$ cat src/octree_cell_locator_assert.svh
// Assertion macros shared by the octree cell locator RTL.
`ifndef OCTREE_CELL_LOCATOR_ASSERT_SVH
`define OCTREE_CELL_LOCATOR_ASSERT_SVH

// The consequent must hold in the same cycle as the antecedent.
`define OCTCL_ASSERT_SAME(lbl, clk, rstn, ante, cons, msg) \
    lbl: assert property (@(posedge clk) disable iff (!(rstn)) (ante) |-> (cons)) \
        else $error(msg);

// The consequent must hold in the cycle after the antecedent.
`define OCTCL_ASSERT_NEXT(lbl, clk, rstn, ante, cons, msg) \
    lbl: assert property (@(posedge clk) disable iff (!(rstn)) (ante) |=> (cons)) \
        else $error(msg);

`endif

$ cat src/octcl_pkg.sv
// Package with shared types and constants of the octree cell locator.
`default_nettype none
package octcl_pkg;

    localparam int DEF_MAX_LEVELS  = 5;
    localparam int DEF_COORD_WIDTH = 24;

    localparam int LEVEL_W     = 3;
    localparam int PATH_W      = 15;
    localparam int CFG_IDX_W   = 3;
    localparam int CFG_LEVELS_W = 3;

    typedef enum logic [CFG_IDX_W-1:0] {
        CFG_ROOT_X      = 3'd0,
        CFG_ROOT_Y      = 3'd1,
        CFG_ROOT_Z      = 3'd2,
        CFG_HALF_WIDTH  = 3'd3,
        CFG_LEVELS      = 3'd4
    } t_cfg_idx;

    // Control bits that travel with each item along the cell chain.
    typedef struct packed {
        logic valid;
        logic done;
        logic straddled;
    } t_ctl;

endpackage
`default_nettype wire

$ cat src/octcl_cell.sv
// One level of the octree descent: straddle test and child selection, registered.
`default_nettype none
module octcl_cell #(
    parameter int COORD_WIDTH = octcl_pkg::DEF_COORD_WIDTH,
    parameter int MAX_LEVELS  = octcl_pkg::DEF_MAX_LEVELS,
    parameter int NW          = COORD_WIDTH + 2,
    parameter int DW          = $clog2(MAX_LEVELS + 1),
    parameter int PW          = 3 * MAX_LEVELS
) (
    input  wire                                   i_clk,
    input  wire                                   i_rst_n,
    input  wire                                   i_en,
    input  octcl_pkg::t_ctl                       i_ctl,
    input  wire [2:0][COORD_WIDTH-1:0]            i_sph,
    input  wire [COORD_WIDTH-2:0]                 i_rad,
    input  wire [2:0][NW-1:0]                     i_node,
    input  wire [COORD_WIDTH-2:0]                 i_hw,
    input  wire [octcl_pkg::CFG_LEVELS_W-1:0]     i_limit,
    input  wire [DW-1:0]                          i_depth,
    input  wire [PW-1:0]                          i_path,
    output octcl_pkg::t_ctl                       o_ctl,
    output logic [2:0][COORD_WIDTH-1:0]           o_sph,
    output logic [COORD_WIDTH-2:0]                o_rad,
    output logic [2:0][NW-1:0]                    o_node,
    output logic [COORD_WIDTH-2:0]                o_hw,
    output logic [octcl_pkg::CFG_LEVELS_W-1:0]    o_limit,
    output logic [DW-1:0]                         o_depth,
    output logic [PW-1:0]                         o_path
);
    import octcl_pkg::*;

    localparam int EXT_W = NW - (COORD_WIDTH - 1);

    t_ctl                  r_ctl, n_ctl;
    logic [2:0][COORD_WIDTH-1:0] r_sph;
    logic [COORD_WIDTH-2:0] r_rad;
    logic [2:0][NW-1:0]    r_node, n_node;
    logic [COORD_WIDTH-2:0] r_hw, n_hw;
    logic [CFG_LEVELS_W-1:0] r_limit;
    logic [DW-1:0]         r_depth, n_depth;
    logic [PW-1:0]         r_path, n_path;

    logic signed [NW-1:0]  w_s   [3];
    logic signed [NW-1:0]  w_lo  [3];
    logic signed [NW-1:0]  w_hi  [3];
    logic [2:0]            w_lt;
    logic [2:0]            w_st;
    logic [COORD_WIDTH-2:0] w_step;
    logic [NW-1:0]         w_step_e;
    logic [NW-1:0]         w_rad_e;

    always_comb begin
        w_rad_e  = {{EXT_W{1'b0}}, i_rad};
        w_step   = i_hw >> 1;
        w_step_e = {{EXT_W{1'b0}}, w_step};
        for (int a = 0; a < 3; a++) begin
            w_s[a]  = $signed({{2{i_sph[a][COORD_WIDTH-1]}}, i_sph[a]});
            w_lo[a] = w_s[a] - $signed(w_rad_e);
            w_hi[a] = w_s[a] + $signed(w_rad_e);
            w_lt[a] = $signed(i_node[a]) < w_s[a];
            w_st[a] = w_lt[a] ? ($signed(i_node[a]) > w_lo[a])
                              : ($signed(i_node[a]) < w_hi[a]);
        end
    end

    // Once an axis straddles the remaining axes do not matter, so any set bit stops here.
    always_comb begin
        n_ctl   = i_ctl;
        n_node  = i_node;
        n_hw    = i_hw;
        n_depth = i_depth;
        n_path  = i_path;
        if (i_ctl.valid && !i_ctl.done) begin
            if (|w_st) begin
                n_ctl.done      = 1'b1;
                n_ctl.straddled = 1'b1;
            end else if (int'(i_depth) >= int'(i_limit)) begin
                n_ctl.done = 1'b1;
            end else begin
                for (int a = 0; a < 3; a++) begin
                    n_node[a] = w_lt[a] ? (i_node[a] + w_step_e) : (i_node[a] - w_step_e);
                end
                n_hw    = w_step;
                n_depth = i_depth + DW'(1);
                n_path  = PW'({i_path, w_lt[2], w_lt[1], w_lt[0]});
            end
        end
    end

    always_ff @(posedge i_clk) begin
        if (!i_rst_n) begin
            r_ctl <= '0;
        end else if (i_en) begin
            r_ctl <= n_ctl;
        end
    end

    always_ff @(posedge i_clk) begin
        if (i_en) begin
            r_sph   <= i_sph;
            r_rad   <= i_rad;
            r_node  <= n_node;
            r_hw    <= n_hw;
            r_limit <= i_limit;
            r_depth <= n_depth;
            r_path  <= n_path;
        end
    end

    assign o_ctl   = r_ctl;
    assign o_sph   = r_sph;
    assign o_rad   = r_rad;
    assign o_node  = r_node;
    assign o_hw    = r_hw;
    assign o_limit = r_limit;
    assign o_depth = r_depth;
    assign o_path  = r_path;

endmodule
`default_nettype wire

$ cat config.mk
export PLATFORM = sky130hd
export DESIGN_NAME = octcl_cell
export DESIGN_NICKNAME = d
export VERILOG_FILES = /design/src/octree_cell_locator_assert.svh /design/src/octcl_pkg.sv /design/src/octcl_cell.sv
export SDC_FILE = /design/constraint.sdc
export NUM_CORES = 1
export LEC_CHECK = 0
export ABC_AREA = 0
export BUFFER_PORTS_ARGS = -buffer_cell sky130_fd_sc_hd__buf_2
export CAP_MARGIN = 10
export CORE_MARGIN = 2
export CORE_UTILIZATION = 58
export CTS_CLUSTER_DIAMETER = 50
export DETAILED_ROUTE_END_ITERATION = 10
export HOLD_SLACK_MARGIN = 0.15
export PLACE_DENSITY = 0.85
export SYNTH_ARGS = -nofsm -noshare
export SYNTH_HDL_FRONTEND = slang
export SYNTH_SLANG_ARGS = --single-unit
$ cat constraint.sdc
create_clock -name i_clk -period 8.1 [get_ports i_clk]
set_input_delay 0.81 -clock i_clk [delete_from_list [all_inputs] [get_ports i_clk]]
set_output_delay 0.81 -clock i_clk [all_outputs]
set_load 0.01 [all_outputs]
==> results.md <==
* #FFs+latches synth at 220
* XOR/XNOR Fraction of Synth Area at between 8 and 9%
* Initial DRC Count at slightly above 2000
* Clock power share at 26.4%
* Largest family of logic cells by synthesized area: adder cells
* Share of layout cells above drive strength 1 at 19.0%
* ANT nets after route at 0
* Arr. time, crit path at 7.74 ns
* Area of the core at slightly above 40000 sq um
* CTS Buf Count at 30
* Chip height at roughly 210 um
* Min cycle time layout at 7.40 ns
* Die width at between 200 and 250 um
* Ys flop type: edfxtp_1
* Final hold violations at 0
* Worst Setup Start Kind: input port
* Mean post-synth cell area at approximately 9 sq um
* Setup_tns at 0 ns
* Psw at 0.00197 W
* Initial antenna violation count at 11
* Clock Latency Late Sink at 0.58 ns
* CP max stage delay at 0.62 ns
* Seq pwr share at between 20 and 30%
* Power density cells at 181 nW/um^2
* DIE AREA at 43500 sq um
* WP buf/inv at 4
* Largest net degree at the start of global routing at between 80 and 90
* Dpl hpwl at 65100 um
* CTS resizes at 0
* Clock slew at reported path FFs at around 0.060 ns
* Drt total wl at 79400 um
* Vias in the first global route at 22400
* Achievable frequency at ~140 MHz
* Fillcell total at roughly 3200
* Most common cell on crit path: o21ai_0
* Clock Tree Buf Depth at 3
* LEAKAGE at around 13 nW
* Register Area at ~6600 sq um
* Layout area overhead at 15.4%
* Synth Area in Compound Gates at a little under a fifth
* Syn_nets at 3386
* Clock Skew at 0 ns
* Switching Fraction at between 30 and 40%
* Setup Buffers After CTS at 0
* Port bufs at 442
* Crit Path Class: input port to register
* Initial Util at 59.0%
* First-pass DRT Iterations at 6
* Max-slew headroom at between 30% and 40%
* Mapped cell area at 24300 sq um
* VDD IR max at between 0.15 and 0.2 mV
* Outcome: completed
* Fraction of the mapped netlist area in adder cells at 23.7%
* Area of the multi-input gates at between 15000 and 20000 sq um
* Final nets at 3788
* CTS tree: built
* Combinational power share at 45.9%
* RePlAce Congestion at 1.01
* All-Layer GR Usage at 35.2%
* CTS Hold Bufs at 0
* Crit path max fanout at 50
* Avg WL per Cell at around 22 um
* CP max stage cell: or4_4
* Setup violators final at 0
* Power Internal at around 0.0031 W
* Slew @ Worst Pin at 0.951 ns
* I/O pin count at 443
* DRC at 0
* Vias at 22700
* Asr flop ratio synth at 0%
* Critical path endpoint category: register
* CP delay by family, top: compound AO/OA/AOI/OAI gates
* First-pass GRT wire length at 120000 um
* Required @ worst endpoint at 8.44 ns
* Hold_ws at between 0.4 and 0.5 ns
* EDFF count, synth at 217
* Maxcap violations at 0
* CTS root buf: clkbuf_16
* Routed vias/inst at 6.19
* Period utilization at between 90% and 100%
* Min-delay worst type: input port to register
* YS warnings at 0
* Syn Inst Count at 2708
* Slew Limit Fails at 0
* Seq/Total Area, Yosys at around 27%
* Grt total ovfl at 0
* RSZ-0062 raised after global routing: no
* Yosys cell types at 83
* Row count at between 70 and 80
* H-tree lvl count at 1
* Post-synthesis simple-gate area fraction at 14.6%
* Clock sink count at 220
* Mux cell area share after synthesis at under 10%
[cells by family (layout without fill, tap and decap cells)]
group,count (synthesis),in the layout
AND/OR/NAND/NOR,730,730
AO/OA/AOI/OAI,702,702
adder cells (fa/ha/maj),455,455
buffers and inverters,297,723
XOR/XNOR,245,245
flip-flops,220,220
multiplexers,59,59
other,0,7
[per-layer routing]
metal  up-vias  global-route usage [%]  wire length, um
met2      1128                    59.0            36400
li1      10700                       -                -
met5         -                       0               48
met1     10700                    45.1            32200
met4         8                    15.1             3620
met3       221                    5.56             7120
[final cells by class]
type / count / area share [%]
tap: 532 / 2.38
multi-input combinational: 2191 / 59.2
inverter: 208 / 2.79
clock buffer: 37 / 2.85
sequential: 220 / 23.5
antenna: 7 / 0.0626
timing repair buffer: 459 / 8.44
clock inverter: 19 / 0.840
[state kept, by name, indices dropped and copies added (netlist names)]
name / cells
o_depth: 3
o_ctl: 3
o_node: 78
o_path: 15
o_hw: 23
o_sph: 72
o_limit: 3
o_rad: 23
[metrics by stage]
stage / cells / cell area, sq um / total power, W / setup slack, ns / util (%)
after floorplan: 2708 / 24300 / 0.00297 / 1.82 / -
after global placement: 3610 / 27000 / 0.00360 / 0.563 / 65.6
after detailed placement: 3610 / 27000 / 0.00369 / 0.330 / 65.6
after CTS: 3666 / 28000 / 0.00504 / 0.903 / 68.1
after global routing: 3672 / 28000 / 0.00536 / 0.400 / 68.1
final: 3673 / 28000 / 0.00507 / 0.701 / 68.1
[power groups by stage]
| stage | registers, W | logic [W] | clock network (W) |
|---|---|---|---|
| after CTS | 0.00141 | 0.00228 | 0.00135 |
| final | 0.00141 | 0.00233 | 0.00134 |
| after floorplan | 0.00148 | 0.00149 | 0 |
| after detailed placement | 0.00143 | 0.00227 | 0 |
| after global routing | 0.00141 | 0.00255 | 0.00140 |
| after global placement | 0.00143 | 0.00218 | 0 |
[final timing paths]
check | from | to | slack (ns) | cells after the start
worst max register to register | o_ctl[1] | o_ctl[1] | 7.40 | 2
worst max-delay path | i_rad[2] | o_node[31] | 0.70 | 27
worst min-delay path | i_limit[1] | o_limit[1] | 0.42 | 1
worst min register to register | o_ctl[2] | o_ctl[2] | 0.52 | 2
[cells in the mapped netlist (5+ instances only)]
cell type	number	share of area (%)
a2111oi_0	5	0.18
a211o_1	13	0.47
a211oi_1	22	0.68
a21boi_0	12	0.37
a21o_1	68	2.1
a21oi_1	224	4.6
a311oi_1	5	0.18
a31oi_1	18	0.46
and2_1	11	0.28
and3_1	16	0.41
buf_2	18	0.37
clkbuf_1	64	0.99
edfxtp_1	217	27
fa_1	9	0.74
ha_1	446	23
inv_1	208	3.2
mux2_2	48	2.2
mux2i_1	11	0.45
nand2_1	224	3.5
nand2b_1	46	1.2
nand3_1	43	0.89
nand4_1	43	1.1
nor2_1	166	2.6
nor2b_1	38	0.98
nor3_1	57	1.2
nor4_1	13	0.34
o2111ai_1	5	0.18
o211ai_1	19	0.59
o21a_1	27	0.83
o21ai_0	161	3.3
o21bai_1	39	1.2
o31ai_1	23	0.71
o41ai_1	7	0.25
or2_2	11	0.28
or3_1	29	0.75
or4_1	8	0.25
xnor2_1	177	6.4
xor2_1	68	2.5
[worst register-to-register path, delay by kind of cell, from the launching register on]
kind / cells / cell delay, ns
compound gates: 2 / 0.25
flops: 1 / 0.30
[cell usage in the layout, fill, tap and decap left out, types with 19 or more instances in the layout]
master | Yosys | layout
o21ai_0 | 161 | 161
xnor2_1 | 177 | 177
mux2_2 | 48 | 48
or3_1 | 29 | 29
nand2_1 | 224 | 224
clkbuf_16 | 0 | 30
buf_2 | 18 | 441
inv_1 | 208 | 208
nor2b_1 | 38 | 38
xor2_1 | 68 | 68
nand4_1 | 43 | 43
nor3_1 | 57 | 57
a211oi_1 | 22 | 22
o21bai_1 | 39 | 39
o31ai_1 | 23 | 23
a21oi_1 | 224 | 224
a21o_1 | 68 | 68
nand2b_1 | 46 | 46
nor2_1 | 166 | 166
ha_1 | 446 | 446
edfxtp_1 | 217 | 217
nand3_1 | 43 | 43
o21a_1 | 27 | 27
o211ai_1 | 19 | 19
Note: power is estimated with default switching activity, not from simulation.
